## src/hw/rtl/otr_pkg.sv

```systemverilog
package otr_pkg;

    localparam int TIME_W    = 24;
    localparam int PAYLOAD_W = 64;
    localparam int ID_W      = 32;
    localparam int COUNT_W   = 6;
    localparam int KIND_W    = 2;
    localparam int TYPE_W    = 2;
    localparam int ENTRY_W   = ID_W + TIME_W + PAYLOAD_W;

    // Input item kinds
    localparam logic [KIND_W-1:0] KIND_STORE    = 2'd0;
    localparam logic [KIND_W-1:0] KIND_DUMP     = 2'd1;
    localparam logic [KIND_W-1:0] KIND_QUERY    = 2'd2;
    localparam logic [KIND_W-1:0] KIND_RESERVED = 2'd3;

    // Result types
    localparam logic [TYPE_W-1:0] RES_DUMP   = 2'd0;
    localparam logic [TYPE_W-1:0] RES_WINDOW = 2'd1;
    localparam logic [TYPE_W-1:0] RES_IMPACT = 2'd2;
    localparam logic [TYPE_W-1:0] RES_EMPTY  = 2'd3;

    // Configuration register index (word address bit) and reset value
    localparam logic              REG_WINDOW    = 1'b0;
    localparam logic [TIME_W-1:0] WINDOW_RESET  = 24'd480;

    // Command handed from the front part to the back part
    typedef struct packed {
        logic [KIND_W-1:0]    kind;
        logic [TIME_W-1:0]    sample_time;
        logic [PAYLOAD_W-1:0] record_payload;
        logic [TIME_W-1:0]    query_time;
    } t_cmd;

    // One stored ring entry
    typedef struct packed {
        logic [ID_W-1:0]      id;
        logic [TIME_W-1:0]    etime;
        logic [PAYLOAD_W-1:0] payload;
    } t_entry;

endpackage

```

## src/hw/rtl/otr_ram.sv

```systemverilog
module otr_ram #(
    parameter int WIDTH = 8,
    parameter int DEPTH = 32
) (
    input  logic                                       i_clk,
    input  logic                                       i_we,
    input  logic [((DEPTH > 1) ? $clog2(DEPTH) : 1)-1:0] i_waddr,
    input  logic [WIDTH-1:0]                           i_wdata,
    input  logic                                       i_re,
    input  logic [((DEPTH > 1) ? $clog2(DEPTH) : 1)-1:0] i_raddr,
    output logic [WIDTH-1:0]                           o_rdata
);

    logic [WIDTH-1:0] r_mem [DEPTH];
    logic [WIDTH-1:0] r_rdata;

    // Write port and registered read port
    always_ff @(posedge i_clk) begin
        if (i_we) begin
            r_mem[i_waddr] <= i_wdata;
        end
        if (i_re) begin
            r_rdata <= r_mem[i_raddr];
        end
    end

    assign o_rdata = r_rdata;

endmodule

```

## src/hw/rtl/otr_front.sv

```systemverilog
module otr_front (
    input  logic                               i_clk,
    input  logic                               i_rst_n,
    input  logic                               i_in_valid,
    output logic                               o_in_stall,
    input  logic [otr_pkg::KIND_W-1:0]         i_kind,
    input  logic [otr_pkg::TIME_W-1:0]         i_sample_time,
    input  logic [otr_pkg::PAYLOAD_W-1:0]      i_record_payload,
    input  logic [otr_pkg::TIME_W-1:0]         i_query_time,
    output logic                               o_cmd_valid,
    output otr_pkg::t_cmd                      o_cmd,
    input  logic                               i_cmd_pop
);

    otr_pkg::t_cmd r_q [2];
    logic          r_wr_idx;
    logic          r_rd_idx;
    logic [1:0]    r_count;
    logic          n_wr_idx;
    logic          n_rd_idx;
    logic [1:0]    n_count;
    logic          push;
    logic          pop;

    assign o_in_stall  = (r_count == 2'd2);
    assign o_cmd_valid = (r_count != 2'd0);
    assign o_cmd       = r_q[r_rd_idx];

    // Drop the reserved kind at the door; queue everything else
    assign push = i_in_valid && !o_in_stall && (i_kind != otr_pkg::KIND_RESERVED);
    assign pop  = i_cmd_pop && o_cmd_valid;

    always_comb begin
        n_wr_idx = r_wr_idx ^ push;
        n_rd_idx = r_rd_idx ^ pop;
        n_count  = r_count + {1'b0, push} - {1'b0, pop};
    end

    always_ff @(posedge i_clk) begin
        if (!i_rst_n) begin
            r_wr_idx <= 1'b0;
            r_rd_idx <= 1'b0;
            r_count  <= 2'd0;
        end else begin
            r_wr_idx <= n_wr_idx;
            r_rd_idx <= n_rd_idx;
            r_count  <= n_count;
        end
    end

    // Capture the item into the queue slot
    always_ff @(posedge i_clk) begin
        if (push) begin
            r_q[r_wr_idx] <= '{kind:           i_kind,
                               sample_time:    i_sample_time,
                               record_payload: i_record_payload,
                               query_time:     i_query_time};
        end
    end

endmodule

```

## src/hw/rtl/otr_back.sv

```systemverilog
module otr_back #(
    parameter int RING_DEPTH = 32
) (
    input  logic                               i_clk,
    input  logic                               i_rst_n,
    input  logic                               i_cmd_valid,
    input  otr_pkg::t_cmd                      i_cmd,
    output logic                               o_cmd_pop,
    input  logic [otr_pkg::TIME_W-1:0]         i_window,
    output logic                               o_out_valid,
    input  logic                               i_out_stall,
    output logic [otr_pkg::TYPE_W-1:0]         o_result_type,
    output logic [otr_pkg::ID_W-1:0]           o_record_id,
    output logic [otr_pkg::TIME_W-1:0]         o_entry_time,
    output logic [otr_pkg::PAYLOAD_W-1:0]      o_entry_payload,
    output logic [otr_pkg::COUNT_W-1:0]        o_held_count,
    output logic                               o_last_of_run
);

    localparam int PW = (RING_DEPTH > 1) ? $clog2(RING_DEPTH) : 1;
    localparam int FW = $clog2(RING_DEPTH + 1);
    localparam int CW = otr_pkg::COUNT_W;
    localparam int TW = otr_pkg::TIME_W;
    localparam int EW = otr_pkg::ENTRY_W;
    localparam logic [PW-1:0] LAST_SLOT = PW'(RING_DEPTH - 1);
    localparam logic [FW-1:0] FULL      = FW'(RING_DEPTH);

    typedef enum logic [2:0] {
        S_IDLE   = 3'b001,
        S_WALK   = 3'b010,
        S_IMPACT = 3'b100
    } t_state;

    t_state                        r_state, n_state;
    logic [PW-1:0]                 r_wptr, n_wptr;
    logic [FW-1:0]                 r_fill, n_fill;
    logic [otr_pkg::ID_W-1:0]      r_seq, n_seq;
    logic                          r_is_query, n_is_query;
    logic [TW-1:0]                 r_qtime, n_qtime;
    logic [TW-1:0]                 r_lo, n_lo;
    logic [PW-1:0]                 r_slot, n_slot;
    logic [FW-1:0]                 r_idx, n_idx;
    logic                          r_found, n_found;
    otr_pkg::t_entry               r_cand, n_cand;

    logic                          r_out_valid, n_out_valid;
    logic [otr_pkg::TYPE_W-1:0]    r_out_type, n_out_type;
    otr_pkg::t_entry               r_out_entry, n_out_entry;
    logic [CW-1:0]                 r_out_count, n_out_count;
    logic                          r_out_last, n_out_last;

    logic                          ram_we;
    logic                          ram_re;
    logic [PW-1:0]                 ram_raddr;
    logic [EW-1:0]                 ram_rdata;
    otr_pkg::t_entry               rd_entry;
    otr_pkg::t_entry               wr_entry;
    logic                          out_free;
    logic                          in_win;
    logic                          at_or_before;
    logic                          emit;
    logic                          last_entry;
    logic [PW-1:0]                 start_slot;

    // Ring storage, one word per entry
    otr_ram #(
        .WIDTH (EW),
        .DEPTH (RING_DEPTH)
    ) u_ring (
        .i_clk   (i_clk),
        .i_we    (ram_we),
        .i_waddr (r_wptr),
        .i_wdata (wr_entry),
        .i_re    (ram_re),
        .i_raddr (ram_raddr),
        .o_rdata (ram_rdata)
    );

    assign rd_entry = ram_rdata;
    assign wr_entry = '{id: r_seq, etime: i_cmd.sample_time, payload: i_cmd.record_payload};

    // Output register frees up when empty or being taken this cycle
    assign out_free     = !r_out_valid || !i_out_stall;
    assign at_or_before = (rd_entry.etime <= r_qtime);
    assign in_win       = at_or_before && (rd_entry.etime >= r_lo);
    assign emit         = !r_is_query || in_win;
    assign last_entry   = (r_idx == (r_fill - FW'(1)));
    assign start_slot   = (r_fill < FULL) ? '0 : r_wptr;

    always_comb begin
        n_state     = r_state;
        n_wptr      = r_wptr;
        n_fill      = r_fill;
        n_seq       = r_seq;
        n_is_query  = r_is_query;
        n_qtime     = r_qtime;
        n_lo        = r_lo;
        n_slot      = r_slot;
        n_idx       = r_idx;
        n_found     = r_found;
        n_cand      = r_cand;
        n_out_valid = r_out_valid && i_out_stall;
        n_out_type  = r_out_type;
        n_out_entry = r_out_entry;
        n_out_count = r_out_count;
        n_out_last  = r_out_last;
        o_cmd_pop   = 1'b0;
        ram_we      = 1'b0;
        ram_re      = 1'b0;
        ram_raddr   = r_slot;

        unique case (r_state)
            S_IDLE: begin
                if (i_cmd_valid) begin
                    if (i_cmd.kind == otr_pkg::KIND_STORE) begin
                        // Stamp and write at the write pointer, overwrite when full
                        o_cmd_pop = 1'b1;
                        ram_we    = 1'b1;
                        n_wptr    = (r_wptr == LAST_SLOT) ? '0 : r_wptr + PW'(1);
                        n_seq     = r_seq + 32'd1;
                        if (r_fill < FULL) begin
                            n_fill = r_fill + FW'(1);
                        end
                    end else if (r_fill == '0) begin
                        // Empty ring: one empty marker
                        if (out_free) begin
                            o_cmd_pop   = 1'b1;
                            n_out_valid = 1'b1;
                            n_out_type  = otr_pkg::RES_EMPTY;
                            n_out_entry = '0;
                            n_out_count = '0;
                            n_out_last  = 1'b1;
                        end
                    end else begin
                        // Start the walk at the oldest entry
                        o_cmd_pop  = 1'b1;
                        n_is_query = (i_cmd.kind == otr_pkg::KIND_QUERY);
                        n_qtime    = i_cmd.query_time;
                        n_lo       = (i_cmd.query_time >= i_window) ?
                                     i_cmd.query_time - i_window : '0;
                        n_found    = 1'b0;
                        n_idx      = '0;
                        n_slot     = start_slot;
                        ram_re     = 1'b1;
                        ram_raddr  = start_slot;
                        n_state    = S_WALK;
                    end
                end
            end
            S_WALK: begin
                if (!emit || out_free) begin
                    if (emit) begin
                        n_out_valid = 1'b1;
                        n_out_type  = r_is_query ? otr_pkg::RES_WINDOW : otr_pkg::RES_DUMP;
                        n_out_entry = rd_entry;
                        n_out_count = CW'(r_fill);
                        n_out_last  = !r_is_query && last_entry;
                    end
                    // Track the latest entry at or before the query time
                    if (r_is_query && at_or_before) begin
                        n_found = 1'b1;
                        n_cand  = rd_entry;
                    end
                    if (last_entry) begin
                        n_state = r_is_query ? S_IMPACT : S_IDLE;
                    end else begin
                        // Advance and fetch the next entry
                        n_idx     = r_idx + FW'(1);
                        n_slot    = (r_slot == LAST_SLOT) ? '0 : r_slot + PW'(1);
                        ram_re    = 1'b1;
                        ram_raddr = n_slot;
                    end
                end
            end
            S_IMPACT: begin
                if (out_free) begin
                    n_out_valid = 1'b1;
                    n_out_type  = otr_pkg::RES_IMPACT;
                    n_out_entry = r_found ? r_cand : '0;
                    n_out_count = CW'(r_fill);
                    n_out_last  = 1'b1;
                    n_state     = S_IDLE;
                end
            end
            default: begin
                n_state = S_IDLE;
            end
        endcase
    end

    // Control state
    always_ff @(posedge i_clk) begin
        if (!i_rst_n) begin
            r_state     <= S_IDLE;
            r_wptr      <= '0;
            r_fill      <= '0;
            r_seq       <= 32'd1;
            r_out_valid <= 1'b0;
        end else begin
            r_state     <= n_state;
            r_wptr      <= n_wptr;
            r_fill      <= n_fill;
            r_seq       <= n_seq;
            r_out_valid <= n_out_valid;
        end
    end

    // Walk context and result payload
    always_ff @(posedge i_clk) begin
        r_is_query  <= n_is_query;
        r_qtime     <= n_qtime;
        r_lo        <= n_lo;
        r_slot      <= n_slot;
        r_idx       <= n_idx;
        r_found     <= n_found;
        r_cand      <= n_cand;
        r_out_type  <= n_out_type;
        r_out_entry <= n_out_entry;
        r_out_count <= n_out_count;
        r_out_last  <= n_out_last;
    end

    assign o_out_valid     = r_out_valid;
    assign o_result_type   = r_out_type;
    assign o_record_id     = r_out_entry.id;
    assign o_entry_time    = r_out_entry.etime;
    assign o_entry_payload = r_out_entry.payload;
    assign o_held_count    = r_out_count;
    assign o_last_of_run   = r_out_last;

endmodule

```

## src/hw/rtl/overwriting_trace_recorder_top.sv

```systemverilog
// Channel  Direction  Handshake              Payload
// -------  ---------  ---------------------  ---------------------------------------------
// in       to block   i_in_valid/o_in_stall  kind, sample_time, record_payload, query_time
// out      from block o_out_valid/i_out_stall result_type, record_id, entry_time,
//                                            entry_payload, held_count, last_of_run
// cfg      to block   APB psel/penable       window_length at byte address 0
//
// A store needs no walk in the back engine; a reserved kind is dropped at the input.
// A dump or query walks the held entries from the oldest, and a query then adds the impact
// record; one entry per cycle through the single read port of the ring RAM unless stalled.
// A two-entry queue lets the input side accept up to two items while a walk is in progress.
// Reset is synchronous: pointer, fill level, sequence (to 1) and window are restored;
// ring contents are not cleared. Output stall holds the walk on the pending entry.
module overwriting_trace_recorder_top #(
    parameter int RING_DEPTH = 32
) (
    input  logic                               i_clk,
    input  logic                               i_rst_n,
    input  logic                               i_in_valid,
    output logic                               o_in_stall,
    input  logic [otr_pkg::KIND_W-1:0]         i_kind,
    input  logic [otr_pkg::TIME_W-1:0]         i_sample_time,
    input  logic [otr_pkg::PAYLOAD_W-1:0]      i_record_payload,
    input  logic [otr_pkg::TIME_W-1:0]         i_query_time,
    output logic                               o_out_valid,
    input  logic                               i_out_stall,
    output logic [otr_pkg::TYPE_W-1:0]         o_result_type,
    output logic [otr_pkg::ID_W-1:0]           o_record_id,
    output logic [otr_pkg::TIME_W-1:0]         o_entry_time,
    output logic [otr_pkg::PAYLOAD_W-1:0]      o_entry_payload,
    output logic [otr_pkg::COUNT_W-1:0]        o_held_count,
    output logic                               o_last_of_run,
    input  logic                               psel,
    input  logic                               penable,
    input  logic                               pwrite,
    input  logic [2:0]                         paddr,
    input  logic [31:0]                        pwdata,
    output logic [31:0]                        prdata,
    output logic                               pready
);

    logic [otr_pkg::TIME_W-1:0] r_window;
    logic                       cfg_wr;
    logic                       cmd_valid;
    logic                       cmd_pop;
    otr_pkg::t_cmd              cmd;

    // Register file: one window register
    assign pready = 1'b1;
    assign cfg_wr = psel && penable && pwrite && pready && (paddr[2] == otr_pkg::REG_WINDOW);
    assign prdata = (paddr[2] == otr_pkg::REG_WINDOW) ? 32'(r_window) : '0;

    always_ff @(posedge i_clk) begin
        if (!i_rst_n) begin
            r_window <= otr_pkg::WINDOW_RESET;
        end else if (cfg_wr) begin
            r_window <= pwdata[otr_pkg::TIME_W-1:0];
        end
    end

    // Front: accept, classify, queue
    otr_front u_front (
        .i_clk            (i_clk),
        .i_rst_n          (i_rst_n),
        .i_in_valid       (i_in_valid),
        .o_in_stall       (o_in_stall),
        .i_kind           (i_kind),
        .i_sample_time    (i_sample_time),
        .i_record_payload (i_record_payload),
        .i_query_time     (i_query_time),
        .o_cmd_valid      (cmd_valid),
        .o_cmd            (cmd),
        .i_cmd_pop        (cmd_pop)
    );

    // Back: ring storage and walks
    otr_back #(
        .RING_DEPTH (RING_DEPTH)
    ) u_back (
        .i_clk           (i_clk),
        .i_rst_n         (i_rst_n),
        .i_cmd_valid     (cmd_valid),
        .i_cmd           (cmd),
        .o_cmd_pop       (cmd_pop),
        .i_window        (r_window),
        .o_out_valid     (o_out_valid),
        .i_out_stall     (i_out_stall),
        .o_result_type   (o_result_type),
        .o_record_id     (o_record_id),
        .o_entry_time    (o_entry_time),
        .o_entry_payload (o_entry_payload),
        .o_held_count    (o_held_count),
        .o_last_of_run   (o_last_of_run)
    );

endmodule
```

## config.mk

```make
export PLATFORM = sky130hd
export DESIGN_NAME = overwriting_trace_recorder_top
export DESIGN_NICKNAME = d
export VERILOG_FILES = /design/src/hw/rtl/otr_pkg.sv /design/src/hw/rtl/otr_ram.sv /design/src/hw/rtl/otr_front.sv /design/src/hw/rtl/otr_back.sv /design/src/hw/rtl/overwriting_trace_recorder_top.sv
export SDC_FILE = /design/constraint.sdc
export NUM_CORES = 2
export LEC_CHECK = 0
export BUFFER_PORTS_ARGS = -buffer_cell sky130_fd_sc_hd__buf_2
export CAP_MARGIN = 20
export CELL_PAD_IN_SITES_DETAIL_PLACEMENT = 0
export CELL_PAD_IN_SITES_GLOBAL_PLACEMENT = 1
export CORE_ASPECT_RATIO = 1.5
export CORE_MARGIN = 4
export CORE_UTILIZATION = 55
export DETAILED_ROUTE_END_ITERATION = 16
export PLACE_DENSITY_LB_ADDON = 0.08
export SETUP_SLACK_MARGIN = 0.2
export SYNTH_ARGS = -nofsm -noshare
export SYNTH_HDL_FRONTEND = slang
export SYNTH_SLANG_ARGS = --single-unit
```

## constraint.sdc

```tcl
create_clock -name i_clk -period 23.2 [get_ports i_clk]
set_input_delay 4.64 -clock i_clk [delete_from_list [all_inputs] [get_ports i_clk]]
set_output_delay 4.64 -clock i_clk [all_outputs]
set_load 0.02 [all_outputs]
```

==> summary.txt <==
Place
  – Dpl hpwl: 276200 um
  – Placed insts: 17080
  – PortBufs: 300
  – Routability Congestion: around 0.8

Pwr
  – Power density over the cells: 117.5 mW/mm^2
  – Total Power: ~24 mW
  – Maximum VDD drop: 0.09857 mV
  – Leak: roughly 70 nW

Setup path
  – Setup Crit Path Kind: input port to flop
  – Arr. time, crit path: approximately 11 ns
  – Crit path capture type: flop
  – FF-to-FF End: u_back.u_ring.o_rdata[50]
  – Flop2flop setup slack: around 14 ns
  – Worst Path Max Fanout: 75
  – R2r worst-path depth: 18
  – Nature of the critical path startpoint: input port
  – R2r startpoint: u_back.u_ring.o_rdata[83]
  – Required @ worst endpoint: 23.86 ns

Hold path
  – HP Class: flop to flop
  – Hold Path Depth: 0
  – Min-delay src: u_back.u_ring.o_rdata[32]
  – Worst Hold Endpoint: u_back.r_cand[32]

Yosys
  – Synth Area in Adders: less than 1%
  – Synth Area in XOR/XNOR: less than 1%
  – Post-Synthesis Cells: 13090
  – Asr flop ratio synth: 0%
  – Synth unique cells: 84
  – Number of synthesized flops with an enable pin: 4493
  – Ys flop type: edfxtp_1
  – Synthesis Warnings: 0
  – Post-synthesis compound-gate area fraction: under 10%
  – Mapped Area: between 0.15 and 0.2 mm^2
  – Largest family of logic cells by synthesized area: simple AND/OR/NAND/NOR gates
  – Post-Synth Simple-Gate Area: between 10% and 20%
  – Register area share after synthesis: 75.05%
  – Synthesized flop and latch total: 4574
  – Synth Area per Inst: ~14 um^2
  – Mux contribution to synthesized area: under 10%

Finish
  – Layout Cells excl Fill: 17890
  – Syn-to-layout area delta: 11.23%
  – Fin nets: ~13000
  – Register area: 0.1365 mm^2
  – Fillers: 24610
  – Multi-input gate area: just over 0.04 mm^2
  – Post-layout util: 61.46%
  – Layout cell share with drive strength beyond 1: between 10% and 20%

Clock tree
  – Num Clock Sinks: ~4600
  – Bufs on Longest Clock Path: 4
  – Post-CTS resize count: 0
  – Clk root buf: clkbuf_16
  – Reg clk slew, reported paths: 0.06 ns
  – Inserted Clock Buffers: between 400 and 500
  – # hold bufs at CTS: 0
  – CTS tree: yes
  – H-tree levels: 5
  – Skew-Pair Late Insertion Delay: 0.95 ns
  – Post-CTS Repair Setup Buffers: 0

Drt
  – Drt pass-1 iters: 6
  – Via-to-Cell Ratio: between 6 and 7
  – DRT antenna net count: 0
  – # DRC: 0
  – Post-Route WL: between 500000 and 600000 um
  – Iteration-0 DRC Markers: ~15000
  – Via count: 115500
  – Wire per inst: 30.49 um

Floorplanning
  – Die Span Y: between 700 and 800 um
  – Core Area: 0.3293 mm^2
  – Site Rows: 258
  – Io pins: 320
  – Die Area: approximately 0.34 mm^2
  – DIE WIDTH: 477.6 um
  – Initial Utilization: approximately 55%

Timing
  – # setup viols final: 0
  – Slew @ Worst Pin: approximately 1.3 ns
  – Tmin final: ~10 ns
  – RSZ-0062 raised after global routing: false
  – Final period util: ~44%
  – Hold slack final: between 0.4 and 0.5 ns
  – Final hold vios: 0
  – Fin. max-slew vios: 0
  – Relative slew margins: slightly above 10%
  – Sum Neg Setup Slack: 0 ns
  – Worst clock skew: 0.03601 ns
  – Maximum clock frequency: around 97 MHz

Global routing
  – First-pass GRT wire length: about 770000 um
  – Vias in the first global route: between 100k and 150k
  – Largest net degree at the start of global routing: 207
  – Total grt overflow: 0
  – Tot GR Track Use: 31.17%
  – Initial antenna violation count: 26

Status
  – Status: completed

Job
  – Max-cap viol count: 0
-- metal layers --
metal | vias up | track usage, % | wire length, um
met3 | 1137 | 4.486 | 47520
li1 | 49330 | - | -
met2 | 6056 | 52.76 | 268700
met1 | 59000 | 41.20 | 206300
met4 | 4 | 11.64 | 22760
met5 | - | 0 | 27
-- area by class of cell --
type / count / area share [%]
antenna: 8 / 0.009892
clock buffer: 512 / 5.473
clock inverter: 258 / 1.358
inverter: 174 / 0.3400
multi-input combinational: 7476 / 20.49
sequential: 4574 / 67.47
tap: 4290 / 2.652
timing repair buffer: 594 / 2.207
-- where the power goes --
part	total (mW)	switching (mW)	internal [mW]
registers	10.1	0.130	9.98
clock network	7.02	3.04	3.98
logic	6.66	4.87	1.79
total	23.8	8.04	15.7
-- how the worst max path moves through the flow --
stage                     slack (ns)                   endpoint   startpoint  cells past startpoint
after global placement         12.08  u_back.u_ring.o_rdata[50]  i_out_stall                     15
after floorplan                11.97           u_back.r_cand[0]  i_out_stall                      2
after CTS                      13.08  u_back.u_ring.o_rdata[50]  i_out_stall                     15
final                          12.92  u_back.u_ring.o_rdata[50]  i_out_stall                     15
after global routing           12.81  u_back.u_ring.o_rdata[50]  i_out_stall                     15
after detailed placement       12.07  u_back.u_ring.o_rdata[50]  i_out_stall                     15
-- state kept, by name, indices dropped and copies added, names as in the netlist, 24 cells and up, named ones only --
register and count:
r_window 24, u_back.o_entry_payload 64, u_back.o_entry_time 24, u_back.o_record_id 32
u_back.r_cand 120, u_back.r_lo 24, u_back.r_qtime 24, u_back.r_seq 32
u_back.u_ring.o_rdata 120, u_back.u_ring.r_mem 3840, u_front.r_q 228
-- per-stage QoR --
stage                     area [um^2]  worst slack (ns)
final                          202400             12.92
after floorplan                182000             11.97
after CTS                      201700             13.08
after detailed placement       187900             12.07
after global placement         187800             12.08
after global routing           202400             12.81
-- critical path, cell delays in order --
cell       delay [ns]
buf_2            0.12
nand2_1          0.32
o31ai_4          0.12
buf_4            0.26
a311oi_4         0.46
buf_4            0.69
buf_4            0.71
buf_4            0.77
buf_4            0.63
buf_4            0.82
nand2_1          0.10
and3_1           0.20
a311oi_1         0.41
o21ai_0          0.20
o2111ai_1        0.28
-- logic make-up after synthesis --
family / Yosys count
and+or+nand+nor: 5228
DFF: 4574
AOI/OAI and AO/OA: 1661
buffers and inverters: 1046
muxes: 430
adders and majority gates: 88
xor gates and xnor gates: 60
other: 2
-- cells in the final DEF, fill, tap and decap left out, types with 112 or more instances in the layout --
cell       count
a221oi_1     266
and3_1       433
mux2i_1      320
a22o_1       120
a32oi_1      115
edfxtp_1    4493
buf_2        300
nand2_1     3321
clkbuf_16    428
buf_4        248
a21oi_1      226
a311oi_1     280
nand3_1      933
inv_1        166
nor2_1       217
nor3_1       112
a31oi_1      197
o21ai_0      211
-- synthesized netlist by cell type, types with 12 or more instances --
cell type	number	area share (%)
a21boi_0	34	0.14
nor4_1	15	0.052
buf_2	265	0.73
a311o_1	33	0.18
and3_1	433	1.5
nand3_1	934	2.6
nor2b_1	17	0.058
ha_1	87	0.60
a311oi_1	280	1.3
buf_4	53	0.22
a31oi_1	197	0.68
inv_1	167	0.34
buf_1	78	0.16
o21ai_0	211	0.58
xor2_1	15	0.072
and2_1	44	0.15
dfxtp_1	81	0.89
edfxtp_1	4493	74
o21a_1	37	0.15
a32oi_1	115	0.55
nand4_1	29	0.10
mux2_2	110	0.68
a221oi_1	267	1.3
clkbuf_1	471	0.97
o2111ai_1	34	0.16
or3_1	12	0.041
o221ai_1	33	0.16
nor3_1	112	0.31
nand2_1	3327	6.9
nor2_1	265	0.55
a21oi_1	228	0.63
a22o_1	120	0.58
mux2i_1	320	1.8
xnor2_1	45	0.22
(Power assumes the default switching activity.)
